`src/lbt_pkg.sv`:
```
// Shared types and constants for the load-cell baseline trigger
`timescale 1ns / 1ps

package lbt_pkg;

    localparam int SAMPLE_W    = 24;
    localparam int BASE_W      = 24;
    localparam int IN_TDATA_W  = 32;
    localparam int OUT_TDATA_W = 32;
    localparam int IN_PAD_W    = IN_TDATA_W - SAMPLE_W - 1;
    localparam int OUT_PAD_W   = OUT_TDATA_W - BASE_W - 2;

    // Output tdata bit positions
    localparam int TRIG_BIT  = 0;
    localparam int READY_BIT = 1;
    localparam int BASE_LSB  = 2;

    typedef enum logic {
        CMD_SAMPLE = 1'b0,
        CMD_CLEAR  = 1'b1
    } cmd_t;

    // Direction of the trigger compare, decoded from the threshold sign
    typedef struct packed {
        logic pos;
        logic neg;
    } thr_flags_t;

    // Per-transaction status carried down the pipeline
    typedef struct packed {
        logic triggered;
        logic ready;
    } win_status_t;

endpackage

```
`src/lbt_mean.sv`:
```
// Window mean: floor(sum / WINDOW) by reciprocal multiply and one correction
`timescale 1ns / 1ps

module lbt_mean #(
    parameter int WINDOW = 200
) (
    input  logic                                             clk,
    input  logic                                             rst_n,
    input  logic                                             in_valid,
    output logic                                             in_ready,
    input  lbt_pkg::win_status_t                             in_status,
    input  logic signed [lbt_pkg::SAMPLE_W+$clog2(WINDOW)-1:0] in_sum,
    output logic                                             m_axis_tvalid,
    input  logic                                             m_axis_tready,
    output logic [lbt_pkg::OUT_TDATA_W-1:0]                  m_axis_tdata
);

    import lbt_pkg::*;

    localparam int SUM_W   = SAMPLE_W + $clog2(WINDOW);
    localparam int RECIP_W = SUM_W - $clog2(WINDOW) + 1;
    localparam int PROD_W  = SUM_W + RECIP_W;
    localparam int Q_W     = BASE_W;
    localparam int REM_W   = $clog2(WINDOW) + 1;
    localparam logic [PROD_W-1:0] RECIP  = PROD_W'((64'd1 << SUM_W) / WINDOW);
    localparam logic [SUM_W-1:0]  OFFSET = SUM_W'(64'(WINDOW) << (SAMPLE_W - 1));
    localparam logic [SUM_W-1:0]  WIN_U  = SUM_W'(WINDOW);
    localparam logic [REM_W-1:0]  WIN_R  = REM_W'(WINDOW);

    // Stage A: bias the sum so it is never negative
    logic              a_valid_reg;
    win_status_t       a_status_reg;
    logic [SUM_W-1:0]  a_u_reg;
    // Stage B: reciprocal product
    logic              b_valid_reg;
    win_status_t       b_status_reg;
    logic [SUM_W-1:0]  b_u_reg;
    logic [PROD_W-1:0] b_prod_reg;
    // Stage C: estimate and remainder
    logic              c_valid_reg;
    win_status_t       c_status_reg;
    logic [Q_W-1:0]    c_q_reg;
    logic [REM_W-1:0]  c_rem_reg;
    // Stage D: output register
    logic              d_valid_reg;
    logic [OUT_TDATA_W-1:0] d_data_reg;

    logic              a_ready;
    logic              b_ready;
    logic              c_ready;
    logic              d_ready;
    logic [PROD_W-1:0] b_prod_next;
    logic [Q_W-1:0]    q_est;
    logic [SUM_W-1:0]  rem_full;
    logic [Q_W-1:0]    q_fix;
    logic [BASE_W-1:0] base_next;
    logic [OUT_TDATA_W-1:0] d_data_next;

    assign d_ready  = !d_valid_reg || m_axis_tready;
    assign c_ready  = !c_valid_reg || d_ready;
    assign b_ready  = !b_valid_reg || c_ready;
    assign a_ready  = !a_valid_reg || b_ready;
    assign in_ready = a_ready;

    always_comb
    begin
        b_prod_next = {{RECIP_W{1'b0}}, a_u_reg} * RECIP;
        q_est       = b_prod_reg[SUM_W +: Q_W];
        rem_full    = b_u_reg - ({{(SUM_W - Q_W){1'b0}}, q_est} * WIN_U);
        // The estimate is low by at most one
        q_fix       = c_q_reg + Q_W'(c_rem_reg >= WIN_R);
        // Remove the bias: q - 2^23 is a flip of the top bit
        base_next   = c_status_reg.ready ? {~q_fix[Q_W-1], q_fix[Q_W-2:0]} : '0;
        d_data_next = {{OUT_PAD_W{1'b0}}, base_next,
                       c_status_reg.ready, c_status_reg.triggered};
    end

    always_ff @(posedge clk or negedge rst_n)
    begin
        if (!rst_n)
        begin
            a_valid_reg <= 1'b0;
            b_valid_reg <= 1'b0;
            c_valid_reg <= 1'b0;
            d_valid_reg <= 1'b0;
        end
        else
        begin
            if (a_ready)
            begin
                a_valid_reg <= in_valid;
            end
            if (b_ready)
            begin
                b_valid_reg <= a_valid_reg;
            end
            if (c_ready)
            begin
                c_valid_reg <= b_valid_reg;
            end
            if (d_ready)
            begin
                d_valid_reg <= c_valid_reg;
            end
        end
    end

    always_ff @(posedge clk)
    begin
        if (a_ready && in_valid)
        begin
            a_status_reg <= in_status;
            a_u_reg      <= in_sum + OFFSET;
        end
        if (b_ready && a_valid_reg)
        begin
            b_status_reg <= a_status_reg;
            b_u_reg      <= a_u_reg;
            b_prod_reg   <= b_prod_next;
        end
        if (c_ready && b_valid_reg)
        begin
            c_status_reg <= b_status_reg;
            c_q_reg      <= q_est;
            c_rem_reg    <= rem_full[REM_W-1:0];
        end
        if (d_ready && c_valid_reg)
        begin
            d_data_reg <= d_data_next;
        end
    end

    assign m_axis_tvalid = d_valid_reg;
    assign m_axis_tdata  = d_data_reg;

endmodule

```
`config.mk`:
```
export PLATFORM = sky130hd
export DESIGN_NAME = lbt_mean
export DESIGN_NICKNAME = d
export VERILOG_FILES = /design/src/lbt_pkg.sv /design/src/lbt_mean.sv
export SDC_FILE = /design/constraint.sdc
export NUM_CORES = 1
export LEC_CHECK = 0
export BUFFER_PORTS_ARGS = -buffer_cell sky130_fd_sc_hd__buf_4
export CAP_MARGIN = 20
export CORE_UTILIZATION = 61
export CTS_CLUSTER_DIAMETER = 40
export DETAILED_ROUTE_END_ITERATION = 7
export GPL_ROUTABILITY_DRIVEN = 1
export PLACE_DENSITY = 0.79
export SLEW_MARGIN = 20
export SYNTH_ARGS = -nofsm -noshare
export SYNTH_HDL_FRONTEND = slang
export SYNTH_SLANG_ARGS = --single-unit
```
`constraint.sdc`:
```
create_clock -name clk -period 7.73 [get_ports clk]
set_clock_uncertainty 0.05 [all_clocks]
set_input_delay 0.3865 -clock clk [delete_from_list [all_inputs] [get_ports clk]]
set_output_delay 0.3865 -clock clk [all_outputs]
set_load 0.02 [all_outputs]
```
Word level (Yosys, flattened, before mapping)
Index checks and enable logic that the tools add are counted.
{"block": "totals", "register_bits": 164, "inputBits": 38, "output_inout_bits": 34, "word_cells": 36}
{"block": "op_classes", "add_sub_neg": 3, "n_mul": 2, "n_lt_le_gt_ge": 1, "n_bitwise": 1, "n_reduce_logical": 12}
{"op": "multiplier 32 x 23 -> 54 bit (second input constant)", "count": 1}
{"op": "adder 32 x 31 -> 32 bit (second input constant)", "count": 1}
{"op": "adder 24 x 1 -> 24 bit", "count": 1}
{"op": "multiplier 24 x 5 -> 6 bit (second input constant)", "count": 1}
{"op": ">= comparator 9 x 8 -> 1 bit (second input constant)", "count": 1}
{"op": "subtractor 9 bit", "count": 1}
{"op": "logical AND 1 bit", "count": 4}
{"op": "zero test 1 bit", "count": 4}
{"op": "logical OR 1 bit", "count": 4}
{"op": "NOT 1 bit", "count": 1}

Longest topological paths before layout
{"block": "depth", "ltp_word": 6, "ltp_mapped": 23}

Worst setup path before layout
No wires, ideal clock.
{"block": "synth_timing", "path_type": "reg2reg", "startpoint": "register a_u_reg[4]", "endpoint": "register b_prod_reg[41] (data pin)", "t_arrival_ns": 6.108, "required_ns": 7.420, "setup_slack_ns": 1.313, "path_stages_with_launch": 21, "cell_sequence": "edfxtp_1 -> ha_1 -> xor2_1 -> ha_1 -> or2_2 -> fa_1 -> fa_1 -> fa_1 -> fa_1 -> fa_1 -> ha_1 -> and2_4 -> buf_6 -> a221o_1 -> a311oi_2 -> o211ai_1 -> a211o_2 -> a21oi_4 -> nor2_2 -> a311o_1 -> xor2_1"}
{"block": "synth_via", "elab_chain_len": 1}
{"element": "start: declaration", "line": "lbt_mean.sv:33", "text": "logic [SUM_W-1:0] a_u_reg;"}
{"element": "start signal: assignment", "line": "lbt_mean.sv:113", "text": "a_u_reg <= in_sum + OFFSET;"}
{"element": "multiplier 32 x 23 -> 54 bit", "line": "lbt_mean.sv:67", "text": "b_prod_next = {{RECIP_W{1'b0}}, a_u_reg} * RECIP;"}
{"element": "net b_prod_next[41]", "line": "lbt_mean.sv:52", "text": "logic [PROD_W-1:0] b_prod_next;"}
{"element": "end signal: assignment", "line": "lbt_mean.sv:119", "text": "b_prod_reg <= b_prod_next;"}
{"element": "end: declaration", "line": "lbt_mean.sv:38", "text": "logic [PROD_W-1:0] b_prod_reg;"}
The timed path passes the listed nets, and every way through them passes these cells.
A chain may end at the register's enable or synchronous reset.

Worst setup path after layout
{"block": "layout_timing", "startpoint": "register a_u_reg[5]", "endpoint": "register b_prod_reg[51] (data pin)"}
Same word-level chain as after synthesis.

==> qor.yml <==
synthesis:
  synth_edf_count: 124
  post_synth.cell_area_avg_sq_um: 11.2
  synth_xor_area_share_pct: 3.34
  synth_cells: 1562
  synth_top_family_by_area: "adder cells"
  synth-async-reset-ratio_pct: 3.13
  yosys_most_used_dff: "edfxtp_1"
  synth_fa_ha_area_share_pct: 54.9
  syn_area_sq_um: 17500
  synth.top_cells.by_count: "inv_1 (449), ha_1 (333), fa_1 (273)"
  synth-seq-cells: 128
  synth.area.mux_share_pct: 0.121
  ys_warn_count: 0
  synth.most_common_cell: "inv_1"
  synth-compound-area-share_pct: 4.96
  synthDominantCellAreaShare_pct: 31.1
  yosys.area.top_type: "fa_1"
  synthTopCellsByArea: "fa_1 (31%), ha_1 (24%), edfxtp_1 (21%), inv_1 (9.6%), xnor2_1 (2.1%)"
  synth_seq_area_share_pct: 21.8
  synthSimpleGateAreaFrac_pct: 4.77
  synthDistinctLibCells: 55
route:
  antenna_left: 0
  viasPerCell: 5.37
  initialDrtViolationCount: 680
  drc_errors: 0
  routed_wl_um: 37400
  num_vias: 10900
  first_pass_iters: 5
  wl_per_cell_um: 18.4
setup_path:
  crit_buf_inv: 6
  r2r_end: "b_prod_reg[51]"
  slowest_stage: "edfxtp_1"
  path_cells: "inv_1, fa_1, inv_1, ha_1, fa_1, inv_1, fa_1, inv_1, fa_1, fa_1, inv_1, fa_1, inv_1, ha_1, nand4_1, nor3_1, and3_2, o211a_1, a211o_2, nand2_1, o41ai_1, a41oi_1, xnor2_1"
  crit_family: "adder cells"
  r2r_start: "a_u_reg[5]"
  start_kind: "flop"
  setup.worst_path.end_class: "flop"
  slowest_delay_ns: 0.77
  timing.critical_path.required_ns: 7.87
  path_class: "reg -> reg"
  reg2reg_slack_ns: 0.71
  reg2reg_depth: 23
  cp.arrival_ns: 7.16
  critPathMaxFanout: 10
sta:
  period_needed_ns: 7.02
  finalHoldViolCount: 0
  fin_tns_setup_ns: 0
  holdWs_ns: 0.0572
  slew_headroom_pct: 32.7
  setup_viol: 0
  drv_slew: 0
  min_period_over_period_pct: 90.8
  rsz0062_at_grt: "false"
  worst_pin_slew_ns: 1.01
  fmax_mhz: 143
outcome:
  status: "finished clean"
floorplan:
  die_h_um: 172
  coreArea_sq_um: 28000
  die_w_um: 172
  rows: 61
  initial_utilization_pct: 62.6
  ios: 72
  die_area_sq_um: 29400
clock_tree:
  htreeDepth: 4
  clock_path_buffers: 2
  insertion_delay_ns: 0.45
  cts_tree: "yes"
  cts_buffers: 17
  clkTransAtPathRegs_ns: 0.07
  cts_sinks: 128
  cts-root-buf: "clkbuf_16"
  cts_setup_buffers: 0
worst_hold_path:
  min_to: "a_u_reg[25]"
  holdCritStartpoint: "in_sum[25]"
  hold_path_depth: 1
  hp-class: "in -> reg"
place:
  dp_hpwl_um: 30600
  place.gp.congestion: 0.940
  io_buffers: 65
  place_inst: 2000
cells_and_area:
  utilization_pct: 68.2
  area_delta_synth_final_pct: 8.93
  diodes: 0
  largest_register_ffs: 32
  nets: 2286
  instances_no_fill: 2033
  drive_above_1_share_pct: 7.01
  fill_cells: 2039
global_route:
  antenna_found_initial: 0
  grt_pass1_vias: 11800
  grt.total_usage_pct: 27.7
  overflow: 0
  grt_max_degree: 35
  grt_pass1_wl_um: 60400
run:
  maxCapViolCount: 0
-- placed cells by master, fill, tap and decap left out, types with 6 or more instances in the layout --
| master | count |
|---|---|
| clkbuf_16 | 17 |
| nand2_1 | 37 |
| nand2b_1 | 8 |
| nor2b_1 | 8 |
| xnor2_1 | 42 |
| edfxtp_1 | 124 |
| inv_1 | 449 |
| nand3_1 | 22 |
| xor2_1 | 25 |
| and3_1 | 9 |
| fa_1 | 273 |
| nand4_1 | 10 |
| buf_4 | 70 |
| ha_1 | 333 |
| o21ai_0 | 28 |
| a21o_1 | 18 |
| conb_1 | 6 |
| and2_1 | 24 |
| nor2_1 | 22 |
| a21oi_1 | 40 |
-- routing by layer --
layer,track usage [%],vias up,part of all wire [%]
met1,37.4,5368,44
met5,0,-,0
met3,6.26,73,6.8
met2,43.8,359,46
met4,9.98,0,2.7
li1,-,5115,-
-- worst register-to-register path, cell delays in order (launching register included) --
cell      delay (ns)
edfxtp_1        0.77
inv_1           0.22
fa_1            0.57
inv_1           0.05
ha_1            0.21
fa_1            0.52
inv_1           0.07
fa_1            0.54
inv_1           0.05
fa_1            0.49
fa_1            0.51
inv_1           0.05
fa_1            0.47
inv_1           0.04
ha_1            0.32
nand4_1         0.10
nor3_1          0.22
and3_2          0.23
o211a_1         0.15
a211o_2         0.18
nand2_1         0.09
o41ai_1         0.48
a41oi_1         0.20
xnor2_1         0.16
-- worst max-delay path by stage --
stage,from,end,slack [ns],cells past startpoint
2_1_floorplan,a_u_reg[4],b_prod_reg[41],1.31,20
3_3_place_gp,a_u_reg[12],b_prod_reg[41],0.99,23
3_5_place_dp,a_u_reg[13],b_prod_reg[51],0.82,23
4_1_cts,a_u_reg[5],b_prod_reg[51],0.75,23
5_1_grt,a_u_reg[5],b_prod_reg[51],0.44,23
6_report,a_u_reg[5],b_prod_reg[51],0.71,23
-- through the flow --
stage,area [sq um],setup WS (ns)
after floorplan,17600,1.31
after global placement,18500,0.993
after detailed placement,18500,0.817
after CTS,19100,0.749
after global routing,19100,0.445
final,19100,0.714
-- cells by family after synthesis --
group,Yosys count
xor gates and xnor gates,67
other,1
DFF,128
AOI/OAI and AO/OA,133
buffers and inverters,464
muxes,2
and+or+nand+nor,161
adders and majority gates,606
-- final cells by class --
cell class	instances	area, sq um	share of cell area [%]
sequential	128	3820	20.0
timing repair buffer	71	536	2.80
clock buffer	17	425	2.23
inverter	449	1690	8.82
tap	378	473	2.47
multi-input combinational	975	12000	62.7
clock inverter	15	191	1.00
-- what timing repair did --
item                                   CTS  global route
gates resized for setup                  0             0
hold buffers                             1             0
endpoints found under the hold margin    4             0
Power is not shown: default switching activity piles up to over one toggle a cycle in this logic, so the estimate is an artifact.
